`config.mk`:
```
export PLATFORM = sky130hd
export DESIGN_NAME = round_robin_switch_queue_monitor
export DESIGN_NICKNAME = d
export VERILOG_FILES = /design/src/rtl/rrsqm_pkg.sv /design/src/rtl/rrsqm_ctrl.sv /design/src/rtl/rrsqm_datapath.sv /design/src/rtl/round_robin_switch_queue_monitor.sv
export SDC_FILE = /design/constraint.sdc
export NUM_CORES = 2
export LEC_CHECK = 0
export ABC_AREA = 1
export BUFFER_PORTS_ARGS = -buffer_cell sky130_fd_sc_hd__buf_2
export CORE_ASPECT_RATIO = 0.5
export CORE_UTILIZATION = 30
export CTS_BUF_LIST = sky130_fd_sc_hd__clkbuf_2
export CTS_CLUSTER_SIZE = 8
export DETAILED_ROUTE_END_ITERATION = 12
export GPL_ROUTABILITY_DRIVEN = 0
export PLACE_DENSITY = 0.49
export SYNTH_ARGS = -nofsm -noshare
export SYNTH_HDL_FRONTEND = slang
export SYNTH_SLANG_ARGS = --single-unit
```
`constraint.sdc`:
```
create_clock -name i_clk -period 11.3 [get_ports i_clk]
set_clock_uncertainty 0.15 [all_clocks]
set_input_delay 0 -clock i_clk [delete_from_list [all_inputs] [get_ports i_clk]]
set_output_delay 0 -clock i_clk [all_outputs]
set_load 0.01 [all_outputs]
```
`src/rtl/rrsqm_pkg.sv`:
```
// ---------------------------------------------------------------------------
// rrsqm_pkg
// types, codes and sizes shared by the switch queue monitor
// ---------------------------------------------------------------------------
`default_nettype none

package rrsqm_pkg;

    // switch geometry
    localparam int PORTS           = 16;
    localparam int OUTPUT_DEPTH    = 16;
    localparam int DEF_INPUT_DEPTH = 16;

    // derived widths
    localparam int PW      = $clog2(PORTS);
    localparam int NW      = $clog2(PORTS + 1);
    localparam int OCW     = $clog2(OUTPUT_DEPTH + 1);
    localparam int TW      = $clog2(PORTS * OUTPUT_DEPTH + 1);
    localparam int PHASE_W = 12;

    // field widths of the command and result words
    localparam int FUNC_W   = 2;
    localparam int PORT_W   = 4;
    localparam int DEST_W   = 5;
    localparam int STATUS_W = 3;
    localparam int TOTAL_W  = 9;
    localparam int PEAK_W   = 5;

    // configuration registers
    localparam int PCOUNT_W   = 5;
    localparam int FACTOR_W   = 8;
    localparam int PERIOD_W   = FACTOR_W + NW;
    localparam int CFG_IDX_W  = 2;
    localparam int CFG_DATA_W = 8;

    localparam logic [CFG_IDX_W-1:0] CFG_PORT_COUNT   = 2'd0;
    localparam logic [CFG_IDX_W-1:0] CFG_DRAIN_FACTOR = 2'd1;

    localparam logic [PCOUNT_W-1:0] RST_PORT_COUNT   = 5'd16;
    localparam logic [FACTOR_W-1:0] RST_DRAIN_FACTOR = 8'd3;

    // command codes
    localparam logic [FUNC_W-1:0] FUNC_ENQUEUE = 2'd0;
    localparam logic [FUNC_W-1:0] FUNC_TICK    = 2'd1;
    localparam logic [FUNC_W-1:0] FUNC_PEAK    = 2'd2;

    // status codes
    localparam logic [STATUS_W-1:0] ST_OK          = 3'd0;
    localparam logic [STATUS_W-1:0] ST_BAD_PORT    = 3'd1;
    localparam logic [STATUS_W-1:0] ST_BAD_DEST    = 3'd2;
    localparam logic [STATUS_W-1:0] ST_IN_FULL     = 3'd3;
    localparam logic [STATUS_W-1:0] ST_OUT_BLOCKED = 3'd4;

    // command word
    typedef struct packed {
        logic [FUNC_W-1:0] func;
        logic [PORT_W-1:0] port;
        logic [DEST_W-1:0] destination;
    } t_item;

    // result word
    typedef struct packed {
        logic [STATUS_W-1:0] status;
        logic                forwarded;
        logic [PORT_W-1:0]   forward_source;
        logic [PORT_W-1:0]   forward_target;
        logic                drained;
        logic [TOTAL_W-1:0]  output_total;
        logic [TOTAL_W-1:0]  peak_total;
        logic [PEAK_W-1:0]   port_peak;
    } t_result;

    // controller to datapath commands
    typedef struct packed {
        logic capture;
        logic execute;
    } t_ctrl_cmd;

    // controller states
    typedef enum logic {
        S_IDLE,
        S_EXEC
    } t_state;

endpackage

`default_nettype wire

```
`src/rtl/rrsqm_ctrl.sv`:
```
// ---------------------------------------------------------------------------
// rrsqm_ctrl
// command sequencer: capture a word, run the update, strobe the result
// ---------------------------------------------------------------------------
`default_nettype none

module rrsqm_ctrl
    import rrsqm_pkg::*;
(
    input  wire logic i_clk,
    input  wire logic i_rst_n,
    input  wire logic start,
    output logic      busy,
    output logic      o_strobe,
    output t_ctrl_cmd o_cmd
);

    t_state r_state;
    t_state n_state;
    logic   r_strobe;
    logic   n_strobe;

    // state and strobe registers
    always_ff @(posedge i_clk) begin
        if (!i_rst_n) begin
            r_state  <= S_IDLE;
            r_strobe <= 1'b0;
        end else begin
            r_state  <= n_state;
            r_strobe <= n_strobe;
        end
    end

    // next state
    always_comb begin
        n_state = r_state;
        unique case (r_state)
            S_IDLE: begin
                if (start) n_state = S_EXEC;
            end
            S_EXEC: begin
                n_state = S_IDLE;
            end
            default: n_state = S_IDLE;
        endcase
    end

    // outputs
    always_comb begin
        busy        = 1'b0;
        o_cmd       = '0;
        unique case (r_state)
            S_IDLE: begin
                o_cmd.capture = start;
            end
            S_EXEC: begin
                busy          = 1'b1;
                o_cmd.execute = 1'b1;
            end
            default: ;
        endcase
        n_strobe = o_cmd.execute;
    end

    assign o_strobe = r_strobe;

endmodule

`default_nettype wire

```
`src/rtl/rrsqm_datapath.sv`:
```
// ---------------------------------------------------------------------------
// rrsqm_datapath
// input queues, output counters, drain timer and peak snapshot
// ---------------------------------------------------------------------------
`default_nettype none

module rrsqm_datapath
    import rrsqm_pkg::*;
#(
    parameter int INPUT_DEPTH = DEF_INPUT_DEPTH
) (
    input  wire logic                  i_clk,
    input  wire logic                  i_rst_n,
    input  wire t_ctrl_cmd             i_cmd,
    input  wire t_item                 i_item,
    input  wire logic                  i_cfg_we,
    input  wire logic [CFG_IDX_W-1:0]  i_cfg_index,
    input  wire logic [CFG_DATA_W-1:0] i_cfg_data,
    output t_result                    o_result
);

    localparam int HW = $clog2(INPUT_DEPTH);
    localparam int FW = $clog2(INPUT_DEPTH + 1);
    localparam logic [HW-1:0]  LAST_SLOT = HW'(INPUT_DEPTH - 1);
    localparam logic [FW-1:0]  FULL_FILL = FW'(INPUT_DEPTH);
    localparam logic [OCW-1:0] OUT_FULL  = OCW'(OUTPUT_DEPTH);

    // configuration
    logic [PCOUNT_W-1:0] r_port_count;
    logic [FACTOR_W-1:0] r_factor;

    // queue state
    logic [HW-1:0]      r_in_head [PORTS];
    logic [HW-1:0]      r_in_tail [PORTS];
    logic [FW-1:0]      r_in_fill [PORTS];
    logic [OCW-1:0]     r_out_fill [PORTS];
    logic [OCW-1:0]     r_peak_fill [PORTS];
    logic [PW-1:0]      r_ptr;
    logic [PHASE_W-1:0] r_phase;
    logic [TW-1:0]      r_total;
    logic [TW-1:0]      r_peak_sum;

    // packet destination store, one ring per input port
    logic [PW-1:0] r_mem [PORTS][INPUT_DEPTH];
    logic [PW-1:0] r_word;

    // captured command
    t_item         r_item;
    logic [PW-1:0] r_p;
    t_result       r_result;

    // combinational
    logic [NW-1:0]       n_act;
    logic [FACTOR_W-1:0] eff_factor;
    logic [PERIOD_W-1:0] period_calc;
    logic [PW-1:0]       p_now;
    logic [PW-1:0]       sel_idx;
    logic [PW-1:0]       rd_idx;
    logic [HW-1:0]       head_q;
    logic [HW-1:0]       tail_q;
    logic [FW-1:0]       fill_q;
    logic                tick;
    logic                port_ok;
    logic                dest_ok;
    logic                has_pkt;
    logic                blocked;
    logic                fwd_tick;
    logic                drain;
    logic                drain_tick;
    logic                in_push;
    logic                snap;
    logic [PHASE_W:0]    phase_inc;
    logic [NW-1:0]       p_inc;
    logic [PW-1:0]       ptr_next;
    logic [OCW-1:0]      of_a [PORTS];
    logic [OCW-1:0]      of_b [PORTS];
    logic [PORTS-1:0]    nz;
    logic [NW-1:0]       drain_cnt;
    logic [TW-1:0]       total_a;
    logic [TW-1:0]       total_b;
    t_result             res;

    // active port count and drain period
    always_comb begin
        if (r_port_count == '0) begin
            n_act = NW'(1);
        end else if (NW'(r_port_count) > NW'(PORTS)) begin
            n_act = NW'(PORTS);
        end else begin
            n_act = NW'(r_port_count);
        end
        eff_factor  = (r_factor == '0) ? FACTOR_W'(1) : r_factor;
        period_calc = PERIOD_W'(eff_factor) * PERIOD_W'(n_act);
    end

    // queue pointer lookup, one port address per cycle
    assign p_now   = (NW'(r_ptr) < n_act) ? r_ptr : '0;
    assign tick    = (r_item.func == FUNC_TICK);
    assign sel_idx = tick ? r_p : PW'(r_item.port);
    assign rd_idx  = i_cmd.capture ? p_now : sel_idx;
    assign head_q  = r_in_head[rd_idx];
    assign tail_q  = r_in_tail[rd_idx];
    assign fill_q  = r_in_fill[rd_idx];

    // tick: forward decision and drain timer
    assign has_pkt    = (fill_q != '0);
    assign blocked    = has_pkt && (r_out_fill[r_word] >= OUT_FULL);
    assign fwd_tick   = tick && has_pkt && !blocked;
    assign phase_inc  = {1'b0, r_phase} + (PHASE_W + 1)'(1);
    assign drain      = (PERIOD_W'(phase_inc) >= period_calc);
    assign drain_tick = tick && drain;
    assign p_inc      = NW'(r_p) + NW'(1);
    assign ptr_next   = (p_inc >= n_act) ? '0 : p_inc[PW-1:0];

    // output counters after forward and drain
    always_comb begin
        for (int i = 0; i < PORTS; i++) begin
            of_a[i] = r_out_fill[i] + OCW'(fwd_tick && (r_word == PW'(i)));
            nz[i]   = (of_a[i] != '0);
            of_b[i] = (drain_tick && nz[i]) ? of_a[i] - OCW'(1) : of_a[i];
        end
        drain_cnt = NW'($countones(nz));
        total_a   = r_total + TW'(fwd_tick);
        total_b   = drain_tick ? total_a - TW'(drain_cnt) : total_a;
        snap      = tick && (total_b > r_peak_sum);
    end

    // command decode and result word
    always_comb begin
        port_ok = (NW'(r_item.port) < n_act);
        dest_ok = (r_item.destination != '0) && (NW'(r_item.destination) <= n_act);
        in_push = 1'b0;
        res     = '0;
        res.status = ST_OK;
        unique case (r_item.func)
            FUNC_ENQUEUE: begin
                if (!port_ok) begin
                    res.status = ST_BAD_PORT;
                end else if (!dest_ok) begin
                    res.status = ST_BAD_DEST;
                end else if (fill_q >= FULL_FILL) begin
                    res.status = ST_IN_FULL;
                end else begin
                    in_push = 1'b1;
                end
            end
            FUNC_TICK: begin
                res.forward_source = PORT_W'(r_p);
                if (has_pkt) res.forward_target = PORT_W'(r_word);
                if (blocked) res.status = ST_OUT_BLOCKED;
                res.forwarded = fwd_tick;
                res.drained   = drain;
            end
            FUNC_PEAK: begin
                if (!port_ok) begin
                    res.status = ST_BAD_PORT;
                end else begin
                    res.port_peak = PEAK_W'(r_peak_fill[r_item.port]);
                end
            end
            default: ;
        endcase
        res.output_total = TOTAL_W'(tick ? total_b : r_total);
        res.peak_total   = TOTAL_W'(snap ? total_b : r_peak_sum);
    end

    // destination store: write on enqueue, read the served head on capture
    always_ff @(posedge i_clk) begin
        if (i_cmd.execute && in_push) begin
            r_mem[r_item.port][tail_q] <= PW'(r_item.destination - DEST_W'(1));
        end
        if (i_cmd.capture) begin
            r_word <= r_mem[rd_idx][head_q];
        end
    end

    // command capture and result register
    always_ff @(posedge i_clk) begin
        if (i_cmd.capture) begin
            r_item <= i_item;
            r_p    <= p_now;
        end
        if (i_cmd.execute) begin
            r_result <= res;
        end
    end

    // configuration and queue state
    always_ff @(posedge i_clk) begin
        if (!i_rst_n) begin
            r_port_count <= RST_PORT_COUNT;
            r_factor     <= RST_DRAIN_FACTOR;
            r_in_head    <= '{default: '0};
            r_in_tail    <= '{default: '0};
            r_in_fill    <= '{default: '0};
            r_out_fill   <= '{default: '0};
            r_peak_fill  <= '{default: '0};
            r_ptr        <= '0;
            r_phase      <= '0;
            r_total      <= '0;
            r_peak_sum   <= '0;
        end else begin
            // register writes
            if (i_cfg_we) begin
                unique case (i_cfg_index)
                    CFG_PORT_COUNT:   r_port_count <= i_cfg_data[PCOUNT_W-1:0];
                    CFG_DRAIN_FACTOR: r_factor     <= i_cfg_data[FACTOR_W-1:0];
                    default: ;
                endcase
            end
            if (i_cmd.execute) begin
                // enqueue at tail
                if (in_push) begin
                    r_in_tail[r_item.port] <= (tail_q == LAST_SLOT) ? '0 : tail_q + HW'(1);
                    r_in_fill[r_item.port] <= fill_q + FW'(1);
                end
                // pop the forwarded head
                if (fwd_tick) begin
                    r_in_head[r_p] <= (head_q == LAST_SLOT) ? '0 : head_q + HW'(1);
                    r_in_fill[r_p] <= fill_q - FW'(1);
                end
                // counters, pointer, timer and peak
                if (tick) begin
                    r_out_fill <= of_b;
                    r_total    <= total_b;
                    r_ptr      <= ptr_next;
                    r_phase    <= drain ? '0 : phase_inc[PHASE_W-1:0];
                    if (snap) begin
                        r_peak_sum  <= total_b;
                        r_peak_fill <= of_b;
                    end
                end
            end
        end
    end

    assign o_result = r_result;

endmodule

`default_nettype wire

```
`src/rtl/round_robin_switch_queue_monitor.sv`:
```
// ---------------------------------------------------------------------------
// round_robin_switch_queue_monitor
// input-queued switch with round-robin service and congestion peak monitor
// ---------------------------------------------------------------------------
// A command word is taken when start is high and busy is low. Every command
// has two steps: the first reads the served port's head entry from
// the packet store memory, the second updates the queue and output counters;
// busy is high during the second step and the result word appears with
// o_strobe for one cycle right after it, so a new command can be started in
// the same cycle the previous result is shown. The receiver cannot stall:
// the strobe marks a result once; the word is held until the next command.
// Configuration words may be written at any time while no command is in
// flight; o_cfg_ready is always high. No clearing pass is needed after reset.
`default_nettype none

module round_robin_switch_queue_monitor
    import rrsqm_pkg::*;
#(
    parameter int INPUT_DEPTH = DEF_INPUT_DEPTH
) (
    input  wire logic                  i_clk,
    input  wire logic                  i_rst_n,
    input  wire logic                  start,
    output logic                       busy,
    input  wire t_item                 i_item,
    output logic                       o_strobe,
    output t_result                    o_result,
    input  wire logic                  i_cfg_valid,
    output logic                       o_cfg_ready,
    input  wire logic [CFG_IDX_W-1:0]  i_cfg_index,
    input  wire logic [CFG_DATA_W-1:0] i_cfg_data
);

    t_ctrl_cmd cmd;
    logic      cfg_we;

    // configuration channel never pushes back
    assign o_cfg_ready = 1'b1;
    assign cfg_we      = i_cfg_valid & o_cfg_ready;

    // sequencer
    rrsqm_ctrl u_ctrl (
        .i_clk    (i_clk),
        .i_rst_n  (i_rst_n),
        .start    (start),
        .busy     (busy),
        .o_strobe (o_strobe),
        .o_cmd    (cmd)
    );

    // queues and counters
    rrsqm_datapath #(
        .INPUT_DEPTH (INPUT_DEPTH)
    ) u_datapath (
        .i_clk       (i_clk),
        .i_rst_n     (i_rst_n),
        .i_cmd       (cmd),
        .i_item      (i_item),
        .i_cfg_we    (cfg_we),
        .i_cfg_index (i_cfg_index),
        .i_cfg_data  (i_cfg_data),
        .o_result    (o_result)
    );

endmodule

`default_nettype wire

```
Word level (Yosys, flattened, before mapping)
Memories as Yosys holds them, arrays and structs flattened.
Cells that the tools add are included.
Widths: inputs -> output; s select.
{ "word_totals": {"ff_bits": 472, "ram_bits": 1024, "in_bits": 25, "output_inout_bits": 39, "wordCells": 359, "memories": 1} }
{ "memory_table": {"columns": ["name", "words", "word_bits", "read_ports", "rd_ports_with_merged_regs", "write_ports", "line", "source"], "rows": [
  ["u_datapath.r_mem", 16, 64, 1, 0, 1, "rrsqm_datapath.sv:44", "logic [PW-1:0] r_mem [PORTS][INPUT_DEPTH];"]
]} }
{ "classes": {"n_addsub": 56, "multipliers": 1, "order_cmp": 18, "eq_ne": 20, "n_mux": 81, "bitwise_logic": 7, "n_reduce_logical": 74} }
{ "op_table": {"columns": ["op", "n"], "rows": [
  ["$mux 80", 4],
  ["$bwmux 80", 2],
  ["$mux 5", 26],
  ["$bwmux 64", 2],
  ["$reduce_bool 5->1", 18],
  ["$sub 5x1->5 const B", 17],
  ["$add 5x1->5", 16],
  ["$mux 64", 1],
  ["$bmux 5 s4", 3],
  ["$mux 4", 15],
  ["$bmux 4 s4", 3],
  ["$demux 4 s4", 3],
  ["$logic_and 1x1->1", 42],
  ["$demux 5 s4", 2],
  ["$eq 4x4->1 const B", 10],
  ["$ge 5x5->1 const B", 8],
  ["$add 5x5->5", 7],
  ["$not 4->5", 6],
  ["$mux 9", 3],
  ["$add 1x1->2", 8],
  ["$eq 4x3->1 const B", 4],
  ["$lt 5x1->1 const B", 3],
  ["$reduce_and 2->1", 7],
  ["$add 12x1->13 const B", 1],
  ["31 further kinds", 46]
]} }

Depth between registers and ports, before layout
{ "logic_depth": {"depth_word": 26, "ltp_mapped": 69} }

By module
A second synthesis with hierarchy kept.
{ "unflattened": {"cells_unflattened": 7332, "area_unflattened_um2": 70402.5} }
{ "modules_own_cells": {"columns": ["module", "n_inst", "cells_each", "area_each_um2", "seq_area_each_um2"], "rows": [
  ["rrsqm_datapath", 1, 7319, 70304.9, 40709.0],
  ["rrsqm_ctrl", 1, 11, 86.3, 40.0],
  ["round_robin_switch_queue_monitor", 1, 2, 11.3, 0.0]
]} }

Worst setup path before layout
No wires, ideal clock.
{ "synth_path": {"path_kind": "register to register", "startpoint": "reg u_datapath.r_item[0] in the netlist's numbering", "endpoint": "mem u_datapath.r_mem[0][10] in the netlist's numbering (data pin)", "setup_ps": 1523, "arrival_time_ps": 10259, "required_time_ps": 9627, "slack_ps": -632, "path_stages_with_launch": 4, "path_buffers": 0, "synth_period_minus_slack_ps": 11932, "path_cell_list": "edfxtp_1 -> inv_1 -> ha_1 -> xor2_1"} }
{ "synth_between": {"elab_chain_len": 1} }
{ "synth_lines": {"columns": ["item", "line", "source"], "rows": [
  ["start: declaration", "rrsqm_datapath.sv:48", "t_item r_item;"],
  ["start signal: assignment", "rrsqm_datapath.sv:180", "r_item <= i_item;"],
  ["$sub 4x1->4", "rrsqm_datapath.sv:170", "r_mem[r_item.port][tail_q] <= PW'(r_item.destination - DEST_W'(1));"],
  ["end: declaration", "rrsqm_datapath.sv:44", null]
]} }
Every way passes these cells.

==> tab_implementation.tex <==
\begin{tabular}{lr}
\hline
Metric & Value \\
\hline
\multicolumn{2}{l}{\textbf{Outcome}} \\
\quad Outcome & complete, no violations \\
\multicolumn{2}{l}{\textbf{Placement}} \\
\quad Placed standard-cell area & 73700 um\^{}2 \\
\quad Number of buffers added on ports & 62 \\
\quad Half-perimeter wire length after detailed placement & approximately 130000 um \\
\multicolumn{2}{l}{\textbf{Floorplanning}} \\
\quad Core region area & around 230000 um\^{}2 \\
\quad FP Rows & around 130 \\
\quad Die W & between 600 and 700 um \\
\quad Ports & 64 \\
\quad Effective utilization at floorplan & 0.303 \\
\quad Floorplan die height & approximately 340 um \\
\quad Die Outline Area & 237000 um\^{}2 \\
\multicolumn{2}{l}{\textbf{Final layout}} \\
\quad Share of final-layout standard cells stronger than drive strength 1 & 0.130 \\
\quad Synth-to-Final Area Change & 11.3\% \\
\quad Most frequent cells in the layout & 1079 x sky130\_fd\_sc\_hd\_\_edfxtp\_1, 1045 x sky130\_fd\_sc\_hd\_\_nor2\_1, 934 x sky130\_fd\_sc\_hd\_\_o21ai\_0 \\
\quad Cell area after layout & a little under 80000 um\^{}2 \\
\quad Leading cell type in the layout, fill and taps excluded & sky130\_fd\_sc\_hd\_\_edfxtp\_1 \\
\quad Net count of the finished layout & 7789 \\
\multicolumn{2}{l}{\textbf{Global route}} \\
\quad Total congestion overflow & 0 \\
\quad Antenna violations before repair & 8 \\
\quad Global-route wire length before repair & roughly 330000 um \\
\quad Maximum number of pins on one net before global-route repair & between 150 and 200 \\
\quad Total track usage & 0.184 \\
\quad Number of global-route vias before repair & 52800 \\
\multicolumn{2}{l}{\textbf{Detailed routing}} \\
\quad Via count & 54600 \\
\quad Vias/cell & 4.98 \\
\quad Count of TritonRoute iterations in the first routing pass & 5 \\
\quad Total wirelength of the detailed-routed design & 225000 um \\
\quad Drt wl/cell & 20.5 um \\
\quad \# DRC & 0 \\
\quad Final antenna-violating net count & 0 \\
\quad First DRT Iteration DRCs & 5289 \\
\multicolumn{2}{l}{\textbf{STA}} \\
\quad Tightest Pin Transition & approximately 1.3 ns \\
\quad Timing-limited maximum frequency & approximately 93 MHz \\
\quad Min Tclk post-route & approximately 11 ns \\
\quad Crit share post-route & 0.951 \\
\quad Smallest hold slack & 0.329 ns \\
\quad Setup-violating endpoint count in the final report & 0 \\
\quad Slew Limit Headroom & 0.113 \\
\quad Max-slew violation total from the final report & 0 \\
\quad RSZ-0062 raised after global routing & yes \\
\quad Sum of negative setup slack & 0 ns \\
\quad Number of hold violations in the final report & 0 \\
\multicolumn{2}{l}{\textbf{Setup path}} \\
\quad Worst Path Required & 12.73 ns \\
\quad Critical Path Source Type & register \\
\quad Biggest cell delay along the critical path & about 0.54 ns \\
\quad Highest-delay cell along the critical path & sky130\_fd\_sc\_hd\_\_fa\_1 \\
\quad Endpoint type of the worst setup path & register \\
\quad Library cell appearing most often on the critical path & sky130\_fd\_sc\_hd\_\_inv\_1 \\
\quad Largest fanout of any net on the critical path & 37 \\
\quad Critical path class & register to register \\
\quad Worst Path Arrival & 12.18 ns \\
\multicolumn{2}{l}{\textbf{Clock network}} \\
\quad Clk buf depth & 4 \\
\quad Clock latency reported for the late side of the worst-skew pair & 1.79 ns \\
\quad Clock input transition at the sequential cells of the worst setup and hold paths & around 0.11 ns \\
\quad Number of sinks driven by the clock tree & $\sim$1500 \\
\quad TritonCTS clock tree & done \\
\quad Cell at the root of the clock tree & sky130\_fd\_sc\_hd\_\_clkbuf\_2 \\
\quad TritonCTS buffer count & around 380 \\
\quad Clock H-tree levels & 5 \\
\multicolumn{2}{l}{\textbf{Logic synthesis}} \\
\quad Ys async rst share & 0 \\
\quad Post-synth EDFFs & between 1000 and 1500 \\
\quad Synthesized area & roughly 70000 um\^{}2 \\
\quad Register bit count reported by yosys & 1496 \\
\quad Mapped Nets & $\sim$7600 \\
\quad Instance count of the mapped netlist & 7362 \\
\quad Main synth FF type & sky130\_fd\_sc\_hd\_\_edfxtp\_1 \\
\quad Post-synthesis cell type count & 67 \\
\quad Synth Warn \# & 0 \\
\quad Register area share after synthesis & 0.578 \\
\quad Post-Syn Area per Cell & 9.57 um\^{}2 \\
\multicolumn{2}{l}{\textbf{Flow run}} \\
\quad Number of maximum-capacitance violations & 0 \\
\multicolumn{2}{l}{\textbf{Pwr}} \\
\quad Cell Pwr Density & about 150 nW/um\^{}2 \\
\quad Largest voltage drop on the vdd net & $\sim$0.099 mV \\
\quad Cell leakage power & $\sim$29 nW \\
\multicolumn{2}{l}{\textbf{Hold path}} \\
\quad Worst min-delay path class & register to register \\
\hline
\end{tabular}
[layer usage]
metal	GRT usage	routed length, um	vias up
met5	0	8	-
met4	0.0530	5280	2
met2	0.293	102000	1658
li1	-	-	26100
met1	0.255	104000	26400
met3	0.0350	14000	366
[flip-flops by register name, summed over array words and instances, names as in the netlist, 11 cells and up]
signal	cells
u_datapath.r_item	11
u_datapath.r_in_head	64
u_datapath.r_phase	12
u_datapath.r_peak_fill	80
u_datapath.r_mem	1024
u_datapath.r_in_fill	80
u_datapath.r_out_fill	80
u_datapath.r_in_tail	64
u_datapath.o_result	36
[area by class of cell]
type | instances | area, um^2
Sequential cell | 1496 | 40800
Multi-Input combinational cell | 4790 | 25700
Inverter | 623 | 2410
Tap cell | 3111 | 3890
Clock inverter | 88 | 364
Clock buffer | 552 | 2760
Timing Repair Buffer | 293 | 2570
Antenna cell | 11 | 27.5
Fill cell | 24000 | 154000
[what timing repair did]
action,in CTS,in global routing
cloned,0,7
gates resized for setup,1,59
endpoints found under the hold margin,906,0
setup buffers,0,11
pin swaps,0,14
hold buffers,105,0
setup endpoints to repair,4,98
[cells in the mapped netlist, drive strengths merged, types with 4 or more instances]
cell / n / area (um^2)
o21ai: 982 / 4930
o21a: 31 / 233
fa: 30 / 601
o21bai: 50 / 375
o221ai: 54 / 473
nand4: 33 / 246
o311ai: 4 / 35.0
o211ai: 182 / 1380
or2: 123 / 769
a22oi: 24 / 180
nand3b: 26 / 195
a41oi: 4 / 35.0
xnor2: 30 / 270
a21oi: 301 / 1530
o22ai: 137 / 857
nand2: 933 / 3580
nand3: 473 / 2440
a211oi: 4 / 30.0
xor2: 103 / 925
dfxtp: 417 / 8350
clkbuf: 286 / 1080
ha: 146 / 1830
edfxtp: 1079 / 32400
buf: 169 / 940
nor4: 15 / 93.8
nor2: 1079 / 4180
nor3: 4 / 20.0
inv: 620 / 2330
[power by group]
part	switching, W	total (W)	internal (W)
logic	0.00159	0.00218	0.000587
clock network	0.00230	0.00361	0.00131
registers	0.0000326	0.00600	0.00596
total	0.00392	0.0118	0.00786
[through the flow]
| stage | util | total power, W | worst slack, ns | std cells |
|---|---|---|---|---|
| CTS | 0.335 | 0.0118 | 0.0970 | 10900 |
| global placement | 0.317 | 0.00821 | 0.206 | 10200 |
| finish | 0.337 | 0.0118 | 0.552 | 11000 |
| detailed placement | 0.317 | 0.00820 | 0.0166 | 10200 |
| global route | 0.337 | 0.0124 | -0.0499 | 11000 |
| floorplan | - | 0.00746 | 0.124 | 7362 |
[worst max-delay path, delay by kind of cell, from the launching register on]
kind	cells	cell delay, ns
buffers and inverters	18	1.86
flip-flops	1	0.47
XOR/XNOR	2	0.28
AO/OA/AOI/OAI	7	1.36
adder cells (fa/ha/maj)	13	4.29
AND/OR/NAND/NOR	18	2.14
[kinds of logic after synthesis]
family,after synthesis,synth area share
multiplexers,2,0.000302
adder cells (fa/ha/maj),176,0.0344
other,1,0.0000532
AO/OA/AOI/OAI,1788,0.145
AND/OR/NAND/NOR,2688,0.164
XOR/XNOR,133,0.0170
buffers and inverters,1078,0.0618
flip-flops,1496,0.578
[final timing paths]
kind	from	to	slack, ns	depth (start not counted)
setup / recovery	u_datapath.r_item[10]	u_datapath.r_peak_sum[2]	0.55	58
hold / removal	u_datapath.r_phase[6]	u_datapath.r_phase[6]	0.33	2
setup reg to reg	u_datapath.r_item[10]	u_datapath.r_peak_sum[2]	0.55	58
hold reg to reg	u_datapath.r_phase[6]	u_datapath.r_phase[6]	0.33	2
Power figures use the tool's default switching activity.
